**src/wcp_pkg.sv**
```systemverilog
// Shared types, codes and helpers for the WAV chunk parser.
`default_nettype none

package wcp_pkg;

    localparam int QUEUE_DEPTH = 4;

    localparam logic [3:0] PH_RIFF     = 4'd0;
    localparam logic [3:0] PH_RSIZE    = 4'd1;
    localparam logic [3:0] PH_WAVE     = 4'd2;
    localparam logic [3:0] PH_ID       = 4'd3;
    localparam logic [3:0] PH_FMTSIZE  = 4'd4;
    localparam logic [3:0] PH_DATASIZE = 4'd5;
    localparam logic [3:0] PH_SKIPSIZE = 4'd6;
    localparam logic [3:0] PH_FMT      = 4'd7;
    localparam logic [3:0] PH_SKIP     = 4'd8;
    localparam logic [3:0] PH_DATA     = 4'd9;
    localparam logic [3:0] PH_IDLE     = 4'd10;

    localparam logic [31:0] TAG_RIFF = 32'h4646_4952;
    localparam logic [31:0] TAG_WAVE = 32'h4556_4157;
    localparam logic [31:0] TAG_FMT  = 32'h2074_6D66;
    localparam logic [31:0] TAG_DATA = 32'h6174_6164;
    localparam logic [31:0] FMT_BODY = 32'd16;
    localparam logic [15:0] PCM_TAG  = 16'd1;
    localparam logic [3:0]  FMT_LAST = 4'd15;

    localparam logic [1:0] KIND_HEADER = 2'd0;
    localparam logic [1:0] KIND_DATA   = 2'd1;
    localparam logic [1:0] KIND_ERROR  = 2'd2;

    localparam logic [2:0] ERR_NOT_RIFF  = 3'd0;
    localparam logic [2:0] ERR_NOT_WAVE  = 3'd1;
    localparam logic [2:0] ERR_NO_FMT    = 3'd2;
    localparam logic [2:0] ERR_NOT_PCM   = 3'd3;
    localparam logic [2:0] ERR_NO_DATA   = 3'd4;
    localparam logic [2:0] ERR_TRUNCATED = 3'd5;

    typedef struct packed {
        logic [1:0]  kind;
        logic [7:0]  sample_byte;
        logic        last_data;
        logic [15:0] channel_count;
        logic [31:0] rate_hz;
        logic [15:0] bits_per_sample;
        logic [31:0] data_length;
        logic [2:0]  error_code;
    } t_result;

    typedef struct packed {
        t_result    first;
        logic       has_error;
        logic [2:0] error_code;
    } t_entry;

    function automatic t_result error_result(input logic [2:0] code);
        t_result r;
        r            = '0;
        r.kind       = KIND_ERROR;
        r.error_code = code;
        return r;
    endfunction

endpackage

`default_nettype wire

```
**src/wav_chunk_parser.sv**
```systemverilog
// Top level: WAV header parser with audio data pass-through.
// Data path: a byte accepted from the input is written into the queue, then moved
// into the registered output by the back end.
// Throughput: one byte per cycle while o_stall is low; a final byte that causes two
// results is stored as one queue entry, and the back end emits the second after it.
// Reset: synchronous active-low clears the parse state, queue and output valid.
`default_nettype none

module wav_chunk_parser #(
    parameter int QUEUE_DEPTH = wcp_pkg::QUEUE_DEPTH
) (
    input  wire logic        i_clk,
    input  wire logic        i_rst_n,
    input  wire logic        i_valid,
    output logic             o_stall,
    input  wire logic [7:0]  i_file_byte,
    input  wire logic        i_end_of_file,
    output logic             o_valid,
    input  wire logic        i_stall,
    output logic [1:0]       o_kind,
    output logic [7:0]       o_sample_byte,
    output logic             o_last_data,
    output logic [15:0]      o_channel_count,
    output logic [31:0]      o_rate_hz,
    output logic [15:0]      o_bits_per_sample,
    output logic [31:0]      o_data_length,
    output logic [2:0]       o_error_code
);
    import wcp_pkg::*;

    logic    push;
    t_entry  entry;
    logic    full;
    logic    empty;
    t_entry  head;
    logic    pop;
    t_result result;

    wcp_front u_front (
        .i_clk         (i_clk),
        .i_rst_n       (i_rst_n),
        .i_valid       (i_valid),
        .i_file_byte   (i_file_byte),
        .i_end_of_file (i_end_of_file),
        .i_full        (full),
        .o_push        (push),
        .o_entry       (entry)
    );

    wcp_queue #(
        .DEPTH (QUEUE_DEPTH)
    ) u_queue (
        .i_clk   (i_clk),
        .i_rst_n (i_rst_n),
        .i_push  (push),
        .i_entry (entry),
        .i_pop   (pop),
        .o_full  (full),
        .o_empty (empty),
        .o_head  (head)
    );

    wcp_back u_back (
        .i_clk    (i_clk),
        .i_rst_n  (i_rst_n),
        .i_empty  (empty),
        .i_head   (head),
        .o_pop    (pop),
        .i_stall  (i_stall),
        .o_valid  (o_valid),
        .o_result (result)
    );

    assign o_stall           = full;
    assign o_kind            = result.kind;
    assign o_sample_byte     = result.sample_byte;
    assign o_last_data       = result.last_data;
    assign o_channel_count   = result.channel_count;
    assign o_rate_hz         = result.rate_hz;
    assign o_bits_per_sample = result.bits_per_sample;
    assign o_data_length     = result.data_length;
    assign o_error_code      = result.error_code;

endmodule

`default_nettype wire

```
**src/wcp_front.sv**
```systemverilog
// Front end: accepts file bytes, walks the RIFF chunks, builds queue entries.
`default_nettype none

module wcp_front (
    input  wire logic            i_clk,
    input  wire logic            i_rst_n,
    input  wire logic            i_valid,
    input  wire logic [7:0]      i_file_byte,
    input  wire logic            i_end_of_file,
    input  wire logic            i_full,
    output logic                 o_push,
    output wcp_pkg::t_entry      o_entry
);
    import wcp_pkg::*;

    logic [3:0]  r_phase,   n_phase;
    logic [3:0]  r_pos,     n_pos;
    logic [31:0] r_shift,   n_shift;
    logic [31:0] r_remain,  n_remain;
    logic [15:0] r_fmt_tag, n_fmt_tag;
    logic [15:0] r_chan,    n_chan;
    logic [31:0] r_rate,    n_rate;
    logic [15:0] r_depth,   n_depth;
    logic        r_fmt_found, n_fmt_found;

    logic        accept;
    logic [31:0] word;
    logic [31:0] remain_dec;
    t_result     res;
    logic        res_valid;
    logic        eof_err;
    logic [2:0]  eof_code;

    assign accept     = i_valid && !i_full;
    assign remain_dec = r_remain - 32'd1;

    always_comb begin
        word = r_shift;
        unique case (r_pos[1:0])
            2'd0: word[7:0]   = i_file_byte;
            2'd1: word[15:8]  = i_file_byte;
            2'd2: word[23:16] = i_file_byte;
            2'd3: word[31:24] = i_file_byte;
        endcase
    end

    always_comb begin
        n_phase     = r_phase;
        n_pos       = r_pos;
        n_shift     = r_shift;
        n_remain    = r_remain;
        n_fmt_tag   = r_fmt_tag;
        n_chan      = r_chan;
        n_rate      = r_rate;
        n_depth     = r_depth;
        n_fmt_found = r_fmt_found;
        res         = '0;
        res_valid   = 1'b0;
        eof_err     = 1'b0;
        eof_code    = ERR_NO_DATA;
        if (accept) begin
            unique case (r_phase)
                PH_RIFF, PH_RSIZE, PH_WAVE, PH_ID,
                PH_FMTSIZE, PH_DATASIZE, PH_SKIPSIZE: begin
                    if (r_pos[1:0] != 2'd3) begin
                        n_shift = word;
                        n_pos   = {2'b00, r_pos[1:0] + 2'd1};
                    end else begin
                        n_pos   = '0;
                        n_shift = '0;
                        if (r_phase == PH_RIFF) begin
                            if (word != TAG_RIFF) begin
                                res       = error_result(ERR_NOT_RIFF);
                                res_valid = 1'b1;
                                n_phase   = PH_IDLE;
                            end else begin
                                n_phase = PH_RSIZE;
                            end
                        end else if (r_phase == PH_RSIZE) begin
                            n_phase = PH_WAVE;
                        end else if (r_phase == PH_WAVE) begin
                            if (word != TAG_WAVE) begin
                                res       = error_result(ERR_NOT_WAVE);
                                res_valid = 1'b1;
                                n_phase   = PH_IDLE;
                            end else begin
                                n_phase = PH_ID;
                            end
                        end else if (r_phase == PH_ID) begin
                            if (word == TAG_FMT) begin
                                n_phase = PH_FMTSIZE;
                            end else if (word == TAG_DATA) begin
                                n_phase = PH_DATASIZE;
                            end else begin
                                n_phase = PH_SKIPSIZE;
                            end
                        end else if (r_phase == PH_FMTSIZE) begin
                            n_remain  = (word > FMT_BODY) ? word - FMT_BODY : '0;
                            n_fmt_tag = '0;
                            n_chan    = '0;
                            n_rate    = '0;
                            n_depth   = '0;
                            n_phase   = PH_FMT;
                        end else if (r_phase == PH_SKIPSIZE) begin
                            n_remain = word;
                            n_phase  = (word != '0) ? PH_SKIP : PH_ID;
                        end else begin
                            if (!r_fmt_found) begin
                                res       = error_result(ERR_NO_FMT);
                                res_valid = 1'b1;
                                n_phase   = PH_IDLE;
                            end else if (r_fmt_tag != PCM_TAG) begin
                                res       = error_result(ERR_NOT_PCM);
                                res_valid = 1'b1;
                                n_phase   = PH_IDLE;
                            end else begin
                                res.kind            = KIND_HEADER;
                                res.channel_count   = r_chan;
                                res.rate_hz         = r_rate;
                                res.bits_per_sample = r_depth;
                                res.data_length     = word;
                                res_valid           = 1'b1;
                                n_remain            = word;
                                n_phase             = (word != '0) ? PH_DATA : PH_IDLE;
                            end
                        end
                    end
                end
                PH_FMT: begin
                    unique case (r_pos)
                        4'd0:  n_fmt_tag[7:0]  = i_file_byte;
                        4'd1:  n_fmt_tag[15:8] = i_file_byte;
                        4'd2:  n_chan[7:0]     = i_file_byte;
                        4'd3:  n_chan[15:8]    = i_file_byte;
                        4'd4:  n_rate[7:0]     = i_file_byte;
                        4'd5:  n_rate[15:8]    = i_file_byte;
                        4'd6:  n_rate[23:16]   = i_file_byte;
                        4'd7:  n_rate[31:24]   = i_file_byte;
                        4'd14: n_depth[7:0]    = i_file_byte;
                        4'd15: n_depth[15:8]   = i_file_byte;
                        default: ;
                    endcase
                    if (r_pos != FMT_LAST) begin
                        n_pos = r_pos + 4'd1;
                    end else begin
                        n_pos       = '0;
                        n_fmt_found = 1'b1;
                        n_phase     = (r_remain != '0) ? PH_SKIP : PH_ID;
                    end
                end
                PH_SKIP: begin
                    n_remain = remain_dec;
                    if (remain_dec == '0) begin
                        n_phase = PH_ID;
                    end
                end
                PH_DATA: begin
                    n_remain        = remain_dec;
                    res.kind        = KIND_DATA;
                    res.sample_byte = i_file_byte;
                    res.last_data   = (remain_dec == '0);
                    res_valid       = 1'b1;
                    if (remain_dec == '0) begin
                        n_phase = PH_IDLE;
                    end
                end
                default: ;
            endcase

            if (i_end_of_file) begin
                if (n_phase != PH_IDLE && n_phase <= PH_DATA) begin
                    eof_err = 1'b1;
                    priority if (n_phase == PH_RIFF) begin
                        eof_code = ERR_NOT_RIFF;
                    end else if (n_phase == PH_RSIZE || n_phase == PH_WAVE) begin
                        eof_code = ERR_NOT_WAVE;
                    end else if (n_phase == PH_DATA) begin
                        eof_code = ERR_TRUNCATED;
                    end else begin
                        eof_code = ERR_NO_DATA;
                    end
                end
                n_phase     = PH_RIFF;
                n_pos       = '0;
                n_shift     = '0;
                n_remain    = '0;
                n_fmt_tag   = '0;
                n_chan      = '0;
                n_rate      = '0;
                n_depth     = '0;
                n_fmt_found = 1'b0;
            end
        end
    end

    always_comb begin
        o_entry = '0;
        if (res_valid) begin
            o_entry.first      = res;
            o_entry.has_error  = eof_err;
            o_entry.error_code = eof_code;
        end else begin
            o_entry.first = error_result(eof_code);
        end
    end

    assign o_push = res_valid || eof_err;

    always_ff @(posedge i_clk) begin
        if (!i_rst_n) begin
            r_phase     <= PH_RIFF;
            r_pos       <= '0;
            r_shift     <= '0;
            r_remain    <= '0;
            r_fmt_tag   <= '0;
            r_chan      <= '0;
            r_rate      <= '0;
            r_depth     <= '0;
            r_fmt_found <= 1'b0;
        end else begin
            r_phase     <= n_phase;
            r_pos       <= n_pos;
            r_shift     <= n_shift;
            r_remain    <= n_remain;
            r_fmt_tag   <= n_fmt_tag;
            r_chan      <= n_chan;
            r_rate      <= n_rate;
            r_depth     <= n_depth;
            r_fmt_found <= n_fmt_found;
        end
    end

`ifndef SYNTHESIS
    a_data_needs_fmt: assert property (@(posedge i_clk) disable iff (!i_rst_n)
        (r_phase == PH_DATA) |-> (r_fmt_found && r_remain != '0))
        else $error("data phase without fmt or with nothing left");
    a_eof_resets: assert property (@(posedge i_clk) disable iff (!i_rst_n)
        (accept && i_end_of_file) |=> (r_phase == PH_RIFF && !r_fmt_found))
        else $error("parser state not reset after end of file");
`endif

endmodule

`default_nettype wire

```
**src/wcp_queue.sv**
```systemverilog
// Short register queue between parser front end and output back end.
`default_nettype none

module wcp_queue #(
    parameter int DEPTH = wcp_pkg::QUEUE_DEPTH
) (
    input  wire logic            i_clk,
    input  wire logic            i_rst_n,
    input  wire logic            i_push,
    input  wire wcp_pkg::t_entry i_entry,
    input  wire logic            i_pop,
    output logic                 o_full,
    output logic                 o_empty,
    output wcp_pkg::t_entry      o_head
);
    import wcp_pkg::*;

    localparam int PTR_W = (DEPTH > 1) ? $clog2(DEPTH) : 1;
    localparam int CNT_W = $clog2(DEPTH + 1);

    t_entry             r_mem [DEPTH];
    logic [PTR_W-1:0]   r_wr, n_wr;
    logic [PTR_W-1:0]   r_rd, n_rd;
    logic [CNT_W-1:0]   r_count, n_count;

    assign o_full  = (r_count == CNT_W'(DEPTH));
    assign o_empty = (r_count == '0);
    assign o_head  = r_mem[r_rd];

    always_comb begin
        n_wr    = r_wr;
        n_rd    = r_rd;
        n_count = r_count;
        if (i_push) begin
            n_wr = (r_wr == PTR_W'(DEPTH - 1)) ? '0 : r_wr + 1'b1;
        end
        if (i_pop) begin
            n_rd = (r_rd == PTR_W'(DEPTH - 1)) ? '0 : r_rd + 1'b1;
        end
        unique case ({i_push, i_pop})
            2'b10:   n_count = r_count + 1'b1;
            2'b01:   n_count = r_count - 1'b1;
            default: n_count = r_count;
        endcase
    end

    always_ff @(posedge i_clk) begin
        if (i_push) begin
            r_mem[r_wr] <= i_entry;
        end
    end

    always_ff @(posedge i_clk) begin
        if (!i_rst_n) begin
            r_wr    <= '0;
            r_rd    <= '0;
            r_count <= '0;
        end else begin
            r_wr    <= n_wr;
            r_rd    <= n_rd;
            r_count <= n_count;
        end
    end

`ifndef SYNTHESIS
    a_no_overflow: assert property (@(posedge i_clk) disable iff (!i_rst_n)
        !(i_push && o_full) && !(i_pop && o_empty))
        else $error("queue push when full or pop when empty");
`endif

endmodule

`default_nettype wire

```
**src/wcp_back.sv**
```systemverilog
// Back end: drains queue entries into the registered result port.
`default_nettype none

module wcp_back (
    input  wire logic            i_clk,
    input  wire logic            i_rst_n,
    input  wire logic            i_empty,
    input  wire wcp_pkg::t_entry i_head,
    output logic                 o_pop,
    input  wire logic            i_stall,
    output logic                 o_valid,
    output wcp_pkg::t_result     o_result
);
    import wcp_pkg::*;

    logic       r_valid, n_valid;
    logic       r_pend,  n_pend;
    logic [2:0] r_code,  n_code;
    t_result    r_out,   n_out;
    logic       take;

    assign take = !r_valid || !i_stall;

    always_comb begin
        n_valid = r_valid;
        n_pend  = r_pend;
        n_code  = r_code;
        n_out   = r_out;
        o_pop   = 1'b0;
        if (take) begin
            if (r_pend) begin
                n_out   = error_result(r_code);
                n_valid = 1'b1;
                n_pend  = 1'b0;
            end else if (!i_empty) begin
                o_pop   = 1'b1;
                n_out   = i_head.first;
                n_pend  = i_head.has_error;
                n_code  = i_head.error_code;
                n_valid = 1'b1;
            end else begin
                n_valid = 1'b0;
            end
        end
    end

    always_ff @(posedge i_clk) begin
        r_out  <= n_out;
        r_code <= n_code;
    end

    always_ff @(posedge i_clk) begin
        if (!i_rst_n) begin
            r_valid <= 1'b0;
            r_pend  <= 1'b0;
        end else begin
            r_valid <= n_valid;
            r_pend  <= n_pend;
        end
    end

    assign o_valid  = r_valid;
    assign o_result = r_out;

`ifndef SYNTHESIS
    a_pend_behind_valid: assert property (@(posedge i_clk) disable iff (!i_rst_n)
        r_pend |-> r_valid)
        else $error("pending error without a result in the output register");
`endif

endmodule

`default_nettype wire

```
**config.mk**
```make
export PLATFORM = sky130hd
export DESIGN_NAME = wav_chunk_parser
export DESIGN_NICKNAME = d
export VERILOG_FILES = /design/src/wcp_pkg.sv /design/src/wav_chunk_parser.sv /design/src/wcp_front.sv /design/src/wcp_queue.sv /design/src/wcp_back.sv
export SDC_FILE = /design/constraint.sdc
export NUM_CORES = 1
export LEC_CHECK = 0
export BUFFER_PORTS_ARGS = -buffer_cell sky130_fd_sc_hd__buf_2
export CORE_UTILIZATION = 37
export CTS_CLUSTER_DIAMETER = 40
export DETAILED_ROUTE_END_ITERATION = 12
export GPL_TIMING_DRIVEN = 0
export PLACE_DENSITY = 0.51
export SYNTH_ARGS = -nofsm -noshare
export SYNTH_HDL_FRONTEND = slang
export SYNTH_SLANG_ARGS = --single-unit
```
**constraint.sdc**
```tcl
create_clock -name i_clk -period 11.87 [get_ports i_clk]
set_input_delay 2.374 -clock i_clk [delete_from_list [all_inputs] [get_ports i_clk]]
set_output_delay 2.374 -clock i_clk [all_outputs]
set_load 0.005 [all_outputs]
```
==> results.cfg <==
[status]
status = finished, final reports clean

[power_and_ir_drop]
p_leak_nw = 13.0
power_density_nw_per_um2 = 221
ir_drop_uv = 119
finalPower_w = 0.00827

[yosys]
dominantRegCellSynth = edfxtp_1
yosysUniqueCellTypes = 84
async_reset_ff_frac = 0
synth.area.top_cells = edfxtp_1, dfxtp_1, mux4_2
yosysSeqAreaShare = 0.651
ys_seq_elements = 728
syn_area_per_cell_um2 = 14.4
synth_top_area_share = 0.545
synth.most_common_cell = edfxtp_1
syn_nets = 2195
ys_warn_count = 0
netlist_area_um2 = 31100
postSynthCellCount = 2165
synth_edf_count = 564
yosys.area.top_type = edfxtp_1
netlist_top_cells_count = edfxtp_1, nor2b_1, dfxtp_1

[sta]
layout_setup_ws_ns = 4.86
max_freq_mhz = 143
layout_min_cycle_time_ns = 7.01
hold_ws_ns = 0.473
finalSetupViolations = 0
rsz0062_at_grt = no
final_hold_viol_count = 0
maxSlewViolCount = 0
fin_worst_skew_ns = 0.0718
worst_pin_slew_ns = 1.38
relSlewSlack = 0.0823
fin_crit_sh = 0.591

[setup_path]
endpoint_kind = register
crit_fanout = 26
crit_type = primary input to register
cp_num_buf_inv = 6
slowest_stage = nor2b_4
critical_path_required_ns = 12.20
cp_cell_sequence = buf_2, clkbuf_1, mux2i_1, inv_1, ha_1, inv_1, a211o_1, nor4_2, o211ai_1, and2_1, o311a_1, a211o_1, o221a_2, nor2b_4, buf_12, buf_12
cp.arrival_ns = 7.35
crit_family = buffers and inverters
cp-start-kind = primary input
max_stage_delay_ns = 0.71

[finish]
n_fill_cell = 7313
drive_above_1_share = 0.200
syn_to_final_growth_pct = 20.2
num-nets-final = 2453
stdcell_count = 3589

[drt]
drtPass1Iterations = 5
wire_per_inst_um = 24.6
drc_errors = 0
vias = 19243
dr.first_iter.drc_count = 1373
ant_nets = 0
viasPerCell = 5.36
finalWirelength_um = 88300

[floorplanning]
coreArea_um2 = 82600
boundaryPins = 125
start_util = 0.376
dieArea_um2 = 85200
die_x_um = 292
die_y_um = 292
std_cell_rows = 105

[global_routing]
antenna_found_initial = 1
grt_usage = 0.208
grt_max_degree = 33
gr-total-overflow = 0
grt_pass1_wl_um = 130000
first_global_vias = 19544

[cts]
clk_latency_ns = 0.70
post_cts_resized = 0
cts_root_buf = clkbuf_16
cts_setup_buffers = 0
clock_tree.buffer_depth = 3
cts_sinks = 728
ctsHoldBuffers = 0
cts_tree = yes
h-tree-depth = 3
cts_buffers = 107
clk_pin_slew_ns = 0.05

[placed_design]
gp_congestion = 0.933
post-place-ws_ns = 4.16
placed_cells = 3384
dp_hpwl_um = 62200
port_buffers = 124

[job]
maxCapViolations = 0

[worst_hold_path]
hold_path.class = register to register
[cell usage in the layout, fill, tap and decap left out, types with 36 or more instances in the layout]
cell type	n
a21oi_1	52
buf_2	139
nor2b_1	250
dfxtp_1	164
a22oi_1	36
edfxtp_1	564
nor2_1	107
o21ai_0	43
nor3_1	49
nand2_1	61
mux4_2	113
clkbuf_1	106
clkbuf_16	107
and3_1	75
mux2i_1	112
[stage by stage]
step / TNS (ns) / util / instance area [um^2]
2_1_floorplan: 0 / - / 31100
3_3_place_gp: -2146.49 / 0.400 / 33000
3_5_place_dp: 0 / 0.406 / 33600
4_1_cts: 0 / 0.452 / 37300
5_1_grt: 0 / 0.452 / 37300
6_report: 0 / 0.452 / 37300
[logic make-up (layout without fill, tap and decap cells)]
| family | after synthesis | after routing | share of synthesized area |
|---|---|---|---|
| AO/OA/AOI/OAI | 234 | 234 | 0.0505 |
| AND/OR/NAND/NOR | 741 | 741 | 0.137 |
| XOR/XNOR | 44 | 44 | 0.0124 |
| flip-flops | 728 | 728 | 0.651 |
| other | 0 | 1 | 0 |
| multiplexers | 233 | 233 | 0.121 |
| buffers and inverters | 168 | 521 | 0.0211 |
| adder cells (fa/ha/maj) | 17 | 17 | 0.00709 |
[cell type report]
class | count | area, um^2 | share of cell area
Clock inverter | 81 | 976 | 0.0261
Clock buffer | 123 | 2790 | 0.0746
Timing Repair Buffer | 149 | 1100 | 0.0295
Inverter | 25 | 93.8 | 0.00251
Antenna cell | 1 | 2.50 | 0.0000670
Multi-Input combinational cell | 1269 | 10300 | 0.275
Sequential cell | 728 | 20200 | 0.541
Buffer | 143 | 564 | 0.0151
Tap cell | 1070 | 1340 | 0.0358
[path summary, 6_finish.rpt]
check	endpoint	start	slack [ns]	cells past startpoint
worst min-delay path	u_front.r_shift[15]$_SDFFE_PN0P_	u_front.r_shift[15]$_SDFFE_PN0P_	0.47	2
worst max-delay path	u_queue.r_mem[3][90]$_DFFE_PP_	i_file_byte[4]	4.86	16
worst min register to register	u_front.r_shift[15]$_SDFFE_PN0P_	u_front.r_shift[15]$_SDFFE_PN0P_	0.47	2
worst max register to register	u_queue.r_mem[3][90]$_DFFE_PP_	u_front.r_pos[0]$_SDFFE_PN0P_	5.93	17
[layer usage]
metal  wire [um]  vias up  global-route usage
li1            -     8781                   -
met1       40300     9814               0.288
met2       41400      521               0.333
met3        4150      127              0.0329
met4        2470        0              0.0738
met5           0        -                   0
[power breakdown]
part	internal [W]	leakage, nW	switching (W)
registers	0.00323	6.76	0.0000855
clock network	0.00200	1.80	0.00123
logic	0.000764	4.46	0.000966
[registers in the layout (all words and copies together) (netlist names), 16 cells and up, named ones only]
name and cells:
u_front.r_shift 32, u_front.r_depth 16, u_front.r_remain 32, u_front.r_rate 32
u_queue.r_mem 452, u_front.r_chan 16, u_back.o_result 110, u_front.r_fmt_tag 16
[worst reg2reg max path, delay by kind of cell (launching register included)]
family	cells	cell delay (ns)
mux	1	0.62
simple gates	3	1.45
fa+ha+maj	2	0.46
buf+inv	6	1.37
flops	1	0.36
compound gates	5	1.33
No activity file was read; power rests on OpenSTA's default activity.
